$ cat config.mk
export PLATFORM = sky130hd
export DESIGN_NAME = debug_packet_receiver_core
export DESIGN_NICKNAME = d
export VERILOG_FILES = /design/src/hw/rtl/dpr_pkg.sv /design/src/hw/rtl/dpr_in_stage.sv /design/src/hw/rtl/dpr_parser.sv /design/src/hw/rtl/dpr_out_stage.sv /design/src/hw/rtl/debug_packet_receiver_core.sv
export SDC_FILE = /design/constraint.sdc
export NUM_CORES = 1
export LEC_CHECK = 0
export BUFFER_PORTS_ARGS = -buffer_cell sky130_fd_sc_hd__buf_2
export CAP_MARGIN = 20
export CORE_UTILIZATION = 57
export CTS_BUF_LIST = sky130_fd_sc_hd__clkbuf_8 sky130_fd_sc_hd__clkbuf_16
export CTS_CLUSTER_SIZE = 8
export DETAILED_ROUTE_END_ITERATION = 6
export MAX_ROUTING_LAYER = met4
export PLACE_DENSITY = 0.92
export SLEW_MARGIN = 20
export SYNTH_ARGS = -nofsm -noshare
export SYNTH_HDL_FRONTEND = slang
export SYNTH_SLANG_ARGS = --single-unit
$ cat constraint.sdc
create_clock -name clk -period 3 [get_ports clk]
set_input_delay 0 -clock clk [delete_from_list [all_inputs] [get_ports clk]]
set_output_delay 0 -clock clk [all_outputs]
set_load 0.02 [all_outputs]
$ cat src/hw/rtl/dpr_pkg.sv
package dpr_pkg;

  localparam logic [7:0] BYTE_INTR  = 8'h03;
  localparam logic [7:0] BYTE_OPEN  = 8'h24;
  localparam logic [7:0] BYTE_CLOSE = 8'h23;
  localparam int unsigned HEX_RADIX = 16;

  localparam logic [1:0] KIND_PAYLOAD = 2'd0;
  localparam logic [1:0] KIND_GOOD    = 2'd1;
  localparam logic [1:0] KIND_BAD     = 2'd2;
  localparam logic [1:0] KIND_INTR    = 2'd3;

  typedef struct packed {
    logic [1:0] event_kind;
    logic [7:0] payload_byte;
    logic [7:0] computed_sum;
    logic [7:0] received_sum;
  } result_t;

  typedef struct packed {
    logic       bad;
    logic [3:0] nibble;
  } hex_t;

  // non-hex bytes decode as nibble zero with bad set
  function automatic hex_t hex_decode(input logic [7:0] c);
    hex_t h;
    h.bad    = 1'b0;
    h.nibble = 4'd0;
    if (c >= 8'h30 && c <= 8'h39) begin
      h.nibble = c[3:0];
    end else if ((c >= 8'h61 && c <= 8'h66) || (c >= 8'h41 && c <= 8'h46)) begin
      h.nibble = 4'(c[2:0] + 3'd1) + 4'd8;
    end else begin
      h.bad = 1'b1;
    end
    return h;
  endfunction

endpackage

$ cat src/hw/rtl/dpr_in_stage.sv
module dpr_in_stage (
  input  logic       clk,
  input  logic       rst_n,
  input  logic       in_valid,
  output logic       in_ready,
  input  logic [7:0] in_rx_byte,
  input  logic       take,
  output logic       byte_valid,
  output logic [7:0] byte_data
);

  logic       valid_r;
  logic       valid_nxt;
  logic [7:0] data_r;

  assign in_ready   = !valid_r || take;
  assign valid_nxt  = (in_valid && in_ready) ? 1'b1 : (take ? 1'b0 : valid_r);
  assign byte_valid = valid_r;
  assign byte_data  = data_r;

  always_ff @(posedge clk) begin
    if (!rst_n) begin
      valid_r <= 1'b0;
    end else begin
      valid_r <= valid_nxt;
    end
  end

  always_ff @(posedge clk) begin
    if (in_valid && in_ready) begin
      data_r <= in_rx_byte;
    end
  end

endmodule

$ cat src/hw/rtl/dpr_parser.sv
module dpr_parser (
  input  logic             clk,
  input  logic             rst_n,
  input  logic             step,
  input  logic [7:0]       rx_byte,
  output logic             res_valid,
  output dpr_pkg::result_t res
);

  localparam logic [1:0] PH_IDLE    = 2'd0;
  localparam logic [1:0] PH_PAYLOAD = 2'd1;
  localparam logic [1:0] PH_HIGH    = 2'd2;
  localparam logic [1:0] PH_LOW     = 2'd3;

  logic [1:0] phase_r, phase_nxt;
  logic [7:0] sum_r, sum_nxt;
  logic [3:0] high_r, high_nxt;
  logic       high_bad_r, high_bad_nxt;

  dpr_pkg::hex_t hex;
  logic [7:0]    rsum;

  assign hex  = dpr_pkg::hex_decode(rx_byte);
  assign rsum = {high_r, hex.nibble};

  always_comb begin
    phase_nxt    = phase_r;
    sum_nxt      = sum_r;
    high_nxt     = high_r;
    high_bad_nxt = high_bad_r;
    res_valid    = 1'b0;
    res          = '0;
    case (phase_r)
      PH_IDLE: begin
        if (rx_byte == dpr_pkg::BYTE_INTR) begin
          res_valid      = 1'b1;
          res.event_kind = dpr_pkg::KIND_INTR;
        end else if (rx_byte == dpr_pkg::BYTE_OPEN) begin
          phase_nxt = PH_PAYLOAD;
          sum_nxt   = 8'd0;
        end
      end
      PH_PAYLOAD: begin
        if (rx_byte == dpr_pkg::BYTE_CLOSE) begin
          phase_nxt = PH_HIGH;
        end else begin
          sum_nxt          = sum_r + rx_byte;
          res_valid        = 1'b1;
          res.event_kind   = dpr_pkg::KIND_PAYLOAD;
          res.payload_byte = rx_byte;
        end
      end
      PH_HIGH: begin
        high_nxt     = hex.nibble;
        high_bad_nxt = hex.bad;
        phase_nxt    = PH_LOW;
      end
      PH_LOW: begin
        res_valid        = 1'b1;
        res.computed_sum = sum_r;
        res.received_sum = rsum;
        res.event_kind   = (high_bad_r || hex.bad || rsum != sum_r) ?
                           dpr_pkg::KIND_BAD : dpr_pkg::KIND_GOOD;
        phase_nxt        = PH_IDLE;
        sum_nxt          = 8'd0;
        high_nxt         = 4'd0;
        high_bad_nxt     = 1'b0;
      end
      default: begin
        phase_nxt = PH_IDLE;
      end
    endcase
  end

  always_ff @(posedge clk) begin
    if (!rst_n) begin
      phase_r    <= PH_IDLE;
      sum_r      <= 8'd0;
      high_r     <= 4'd0;
      high_bad_r <= 1'b0;
    end else if (step) begin
      phase_r    <= phase_nxt;
      sum_r      <= sum_nxt;
      high_r     <= high_nxt;
      high_bad_r <= high_bad_nxt;
    end
  end

endmodule

$ cat src/hw/rtl/dpr_out_stage.sv
module dpr_out_stage (
  input  logic             clk,
  input  logic             rst_n,
  input  logic             load,
  input  dpr_pkg::result_t res,
  output logic             free,
  output logic             out_valid,
  input  logic             out_ready,
  output logic [1:0]       out_event_kind,
  output logic [7:0]       out_payload_byte,
  output logic [7:0]       out_computed_sum,
  output logic [7:0]       out_received_sum
);

  logic             valid_r;
  logic             valid_nxt;
  dpr_pkg::result_t res_r;

  // free also when the held transaction leaves this cycle
  assign free      = !valid_r || out_ready;
  assign valid_nxt = load ? 1'b1 : (out_ready ? 1'b0 : valid_r);

  always_ff @(posedge clk) begin
    if (!rst_n) begin
      valid_r <= 1'b0;
    end else begin
      valid_r <= valid_nxt;
    end
  end

  always_ff @(posedge clk) begin
    if (load) begin
      res_r <= res;
    end
  end

  assign out_valid        = valid_r;
  assign out_event_kind   = res_r.event_kind;
  assign out_payload_byte = res_r.payload_byte;
  assign out_computed_sum = res_r.computed_sum;
  assign out_received_sum = res_r.received_sum;

endmodule

$ cat src/hw/rtl/debug_packet_receiver_core.sv
// Byte-serial receiver for debug-link packets of the form $<payload>#hh. One byte is taken per
// cycle while the output is not stalled and gives at most one result: a payload byte, a good or
// bad packet verdict after the two checksum digits, or an interrupt request for a 0x03 byte
// outside a packet. Each byte passes an input register, a parse step that decodes the byte and
// updates the packet state, and an output register. Throughput is one byte per cycle as long as
// out_ready stays high; a byte waits in the input register only while the output register holds
// a result that has not been taken.
module debug_packet_receiver_core (
  input  logic       clk,
  input  logic       rst_n,
  input  logic       in_valid,
  output logic       in_ready,
  input  logic [7:0] in_rx_byte,
  output logic       out_valid,
  input  logic       out_ready,
  output logic [1:0] out_event_kind,
  output logic [7:0] out_payload_byte,
  output logic [7:0] out_computed_sum,
  output logic [7:0] out_received_sum
);

  logic             byte_valid;
  logic [7:0]       byte_data;
  logic             out_free;
  logic             step;
  logic             res_valid;
  dpr_pkg::result_t res;

  assign step = byte_valid && out_free;

  dpr_in_stage u_in (
    .clk        (clk),
    .rst_n      (rst_n),
    .in_valid   (in_valid),
    .in_ready   (in_ready),
    .in_rx_byte (in_rx_byte),
    .take       (step),
    .byte_valid (byte_valid),
    .byte_data  (byte_data)
  );

  dpr_parser u_parser (
    .clk       (clk),
    .rst_n     (rst_n),
    .step      (step),
    .rx_byte   (byte_data),
    .res_valid (res_valid),
    .res       (res)
  );

  dpr_out_stage u_out (
    .clk              (clk),
    .rst_n            (rst_n),
    .load             (step && res_valid),
    .res              (res),
    .free             (out_free),
    .out_valid        (out_valid),
    .out_ready        (out_ready),
    .out_event_kind   (out_event_kind),
    .out_payload_byte (out_payload_byte),
    .out_computed_sum (out_computed_sum),
    .out_received_sum (out_received_sum)
  );

endmodule

# After elaboration in Yosys (flattened, before gate mapping)
# Index checks and enable logic that the tools add are counted.
# word_totals
mem_bits_rw,0
n_memories,0
out_inout_bits,28
latchBits,0
elab_cells,78
mem_bits_ro,0
inputBits,12
reg_bits,51
# op_classes
n_div,0
n_addsub,3
order_cmp,6
n_eq_ne,11
n_reduce_logical,22
n_mux,24
shifts,0
mul,0
bitwise_logic,1
# ops
op,count
2-to-1 mux 8 bit,3
case mux 8 bit (3 select lines),1
"equality test 8 x 6 -> 1 bit, second input constant",2
"greater-or-equal comparator 8 x 7 -> 1 bit, second input constant",2
"less-or-equal comparator 8 x 7 -> 1 bit, second input constant",2
2-to-1 mux 2 bit,5
adder 8 bit,1
"equality test 8 x 2 -> 1 bit, second input constant",1
"greater-or-equal comparator 8 x 6 -> 1 bit, second input constant",1
"less-or-equal comparator 8 x 6 -> 1 bit, second input constant",1
2-to-1 mux 1 bit,8
2-to-1 mux 4 bit,2
inequality test 8 bit,1
case mux 2 bit (4 select lines),1
case mux 4 bit (2 select lines),1
logical AND 1 bit,6
case mux 2 bit (3 select lines),1
nonzero test 2 bit,3
logical OR 1 bit,5
AND reduction 5 bit,1
"adder 3 x 1 -> 4 bit, second input constant",1
"adder 4 bit, second input constant",1
"equality test 2 bit, second input constant",2
"inequality test 2 x 1 -> 1 bit, second input constant",2
other kinds (11),13

# Logic depth before layout (Yosys ltp)
# depth
ltp_word,9
depth_mapped,8
depth_no_buf,8

# Hierarchy
# From an unflattened synthesis, not the netlist that was laid out.
# hier_totals
cells_unflattened,225
area_unflattened_um2,2628.8
# by_module_without_submodules
module,area_per_inst_um2,cells_each,seq_area_each_um2,n_inst
dpr_parser,1488.9,180,300.3,1
dpr_out_stage,829.5,30,800.8,1
dpr_in_stage,297.8,13,260.2,1
debug_packet_receiver_core,12.5,2,0.0,1

# Least setup slack after synthesis
# Ideal clock, no wire load.
# synth_timing
kind,reg2reg
startpoint,register u_in.data_r[1] (netlist: u_in.byte_data[1])
endpoint,"register u_out.res_r (netlist bit u_out.out_computed_sum[0]), enable pin"
setup_time_ps,381
slack_ps,811
stages_incl_launch_ff,8
t_arrival_ps,1808
synth_period_minus_slack_ps,2189
required_time_ps,2619
n_path_buf,0
cell_sequence,edfxtp_1 -> ha_1 -> nor2b_1 -> nand3_1 -> nor2_1 -> o21a_1 -> o21ai_0 -> inv_1
# synth_via
elab_chain_cells,4
word_cells_on_any_way,6
cone_classes,eq/ne (2); mux (3); reduce/logical (1)
# synth_rtl
item,line,source
"start, declared",dpr_in_stage.sv:14,logic [7:0] data_r;
"start signal, assigned",dpr_in_stage.sv:31,data_r <= in_rx_byte;
equality test 8 x 6 -> 1 bit / equality test 8 x 2 -> 1 bit (equally long branches),"dpr_parser.sv:44, dpr_parser.sv:35",
2-to-1 mux 1 bit (on tied branches),"dpr_parser.sv:44, dpr_parser.sv:35",
case mux 1 bit (3 select lines) *,dpr_parser.sv:33,case (phase_r)
logical AND 1 bit *,debug_packet_receiver_core.sv:54,".load (step && res_valid),"
named net u_out.load,dpr_out_stage.sv:4,"input logic load,"
"end signal, assigned",dpr_out_stage.sv:33,res_r <= res;
"end, declared",dpr_out_stage.sv:17,dpr_pkg::result_t res_r;
# The timed path passes the listed nets; every way through them passes the cells marked *.
# A chain may end at the register's enable or synchronous reset.

==> impl_metrics.ini <==
[synthesis]
ys_ff_latch = 51
synth_top_area_cell = edfxtp_1
ys_seq_area_share_pct = 51.0
synth_edf_count = 34
ys_types = 54
synth_area_um2 = 2670
synth_top_cell_area_share_pct = 38.2
synth_area_leaders = edfxtp_1 (38%), dfxtp_1 (13%), ha_1 (7.0%)
synth_fp_nets = 268
syn_area_per_cell_um2 = 11.1
async_reset_ff_share_pct = 0
ys.flop_type = edfxtp_1
yosys_warnings = 0
syn_inst = 240

[worst_setup_path]
end_kind = flop
worstPathArrival_ns = 2.67
startpoint_type = flop
crit_type = reg2reg
path_cells = inv_1 > ha_1 > nor3b_2 > nor2_2 > o211a_1 > o311ai_1 > nor3_1 > a211oi_1
cp_top_family = compound AO/OA/AOI/OAI gates
cp_slowest_stage_delay_ns = 0.51
crit_fanout = 6
worstPathRequired_ns = 3.12
critical_path_buf_inv_count = 1
cp_slowest_cell = edfxtp_1

[final_layout]
diodes = 0
drive_gt1_share_pct = 19.0
fillers = 307
nNetsFinal = 317
fin_util_pct = 70.9
stdcell_area_um2 = 3130
final_cell_mix = buf_2 (39), edfxtp_1 (34), and2_1 (21), dfxtp_1 (17), nor2_1 (16)
area_growth_pct = 17.2
final_common_cell = buf_2
instances_no_fill = 342

[global_routing]
grtUsageMet3_pct = 4.47
grt-busiest-layer = met2
grt_pass1_wl_um = 8920
overflow = 0
grt_max_degree = 27
grt_pass1_vias = 2019
grt_use_met1_pct = 27.6
antenna_found_initial = 0
track_usage_pct = 23.9
grtUsageMet2_pct = 40.1

[detailed_routing]
drt_iter0_drc = 167
routed_wl_um = 5470
post_drt_wl_per_cell_um = 16.0
viasPerCell = 6.11
first_pass_iters = 4
drc_errors = 0
num_vias = 2090
postRouteAntennaNets = 0

[floorplanning]
die_x_um = 70.4
rows = 24
fp.dieH_um = 70.4
pin_count = 40
fp.coreArea_um2 = 4410
die-area_um2 = 4960
initial_core_util_pct = 60.5

[place]
placed_area_um2 = 2910
place_congestion = 0.916
dp_slack_ns = 0.571
dp_hpwl_um = 3730
portBuffers = 39
place_inst = 325

[hold_path]
hp-class = in2reg

[run]
drv_cap = 0

[power_and_ir_drop]
p_clk_share_pct = 38.7
vdd_drop_max_mv = 0.363
switching_power_uw = 277
combPwrFrac_pct = 6.0
swShare_pct = 19.8
power_leakage_nw = 1.37
intPower_mw = 1.12
p_seq_share_pct = 55.3
powerDensity_nw_per_um2 = 447

[clock_tree]
clkLatencyLatePin_ns = 0.30
cts-root-buf = clkbuf_8
cts_sinks = 51
cts_hold_buf = 9
cts_max_level = 2
cts-buffers-inserted = 5
cts_tree = built
post-cts-setup-buffers = 0
cts.repair.resized = 0
cts_max_path_buffers = 2
clkTransAtPathRegs_ns = 0.08

[timing]
grt_setup_unrepaired = no
fin_tns_setup_ns = 0
slew_viol_final = 0
slew_headroom_pct = 47.3
clock_skew_ns = 0.00557
min_period_ns = 2.55
fin_crit_sh_pct = 85.0
fin_ws_ns = 0.451
hold_violations = 0
tightest_slew_ns = 0.791
fmaxAchievable_mhz = 392
finalSetupViolCount = 0

[status]
outcome = finished clean
==> routing by layer <==
layer | wire, um | part of all wire, %
met2 | 2820 | 52
met1 | 2110 | 39
met4 | 125 | 2.3
met5 | 0 | 0
met3 | 414 | 7.6
==> worst min-delay path, stage by stage <==
cell and delay [ns]:
buf_2 0.08, nand2b_1 0.13, a21boi_0 0.09
==> cell type report <==
cell class	instances	area [um^2]	area share (%)
clock buffers	5	68.8	2.20
clock inverters	3	63.8	2.04
inverters	13	48.8	1.56
multi-input cells	169	1230	39.3
flip-flops and latches	51	1360	43.5
well taps	52	65.1	2.08
repair buffers	49	293	9.35
==> power by group through the flow <==
stage / Combinational [mW] / Clock, mW / Sequential (mW)
6_report: 0.0835 / 0.542 / 0.774
5_1_grt: 0.0927 / 0.577 / 0.775
4_1_cts: 0.0815 / 0.548 / 0.773
3_5_place_dp: 0.0714 / 0 / 0.788
3_3_place_gp: 0.0688 / 0 / 0.787
2_1_floorplan: 0.0566 / 0 / 0.780
==> registers in the layout, indices dropped and copies added, names as in the netlist <==
| register | count |
|---|---|
| u_parser.high_bad_r | 1 |
| u_out.out_received_sum | 8 |
| u_parser.phase_r | 2 |
| u_out.out_payload_byte | 8 |
| u_out.out_event_kind | 2 |
| u_out.out_computed_sum | 8 |
| u_parser.high_r | 4 |
| u_in.byte_valid | 1 |
| u_out.out_valid | 1 |
| u_in.byte_data | 8 |
| u_parser.sum_r | 8 |
==> final timing paths <==
check | startpoint | to | slack, ns | depth (start not counted)
min | out_ready | u_out.out_valid | 0.05 | 3
max | u_in.byte_data[1] | u_out.out_event_kind[1] | 0.45 | 8
min reg2reg | u_parser.sum_r[0] | u_parser.sum_r[0] | 0.53 | 2
max reg2reg | u_in.byte_data[1] | u_out.out_event_kind[1] | 0.45 | 8
==> cells by family (layout without fill, tap and decap cells) <==
kind of cell               Yosys count  after routing  synth area share [%]
and+or+nand+nor                     88             88                  18.7
AOI/OAI and AO/OA                   52             52                  15.1
DFF                                 51             51                  51.0
buffers and inverters               20             70                  2.95
adders and majority gates           16             16                  7.78
xor gates and xnor gates             9              9                  2.95
muxes                                4              4                  1.55
==> cell usage after synthesis (all sizes together) (2+ instances only) <==
cell type   n
nor2       17
o21bai      2
o21ai       4
mux2i       3
edfxtp     34
a22oi       3
nand2       8
nor4        2
a21o        3
nand4       5
clkbuf      6
xor2        5
xnor2       4
a22o        3
a211oi      3
nor2b       8
o21a        2
nand3       7
nand4b      2
inv        13
o211a       2
dfxtp      17
nor3        9
ha         15
nand2b      2
a21oi      11
a21boi      9
a2111oi     2
and2       21
==> stage by stage <==
step	hold slack, ns	power (mW)
6_report	0.0497	1.40
5_1_grt	0.0791	1.45
4_1_cts	0.0371	1.40
3_5_place_dp	0.178	0.860
3_3_place_gp	0.177	0.856
2_1_floorplan	0.0989	0.836
(Power assumes the default switching activity.)
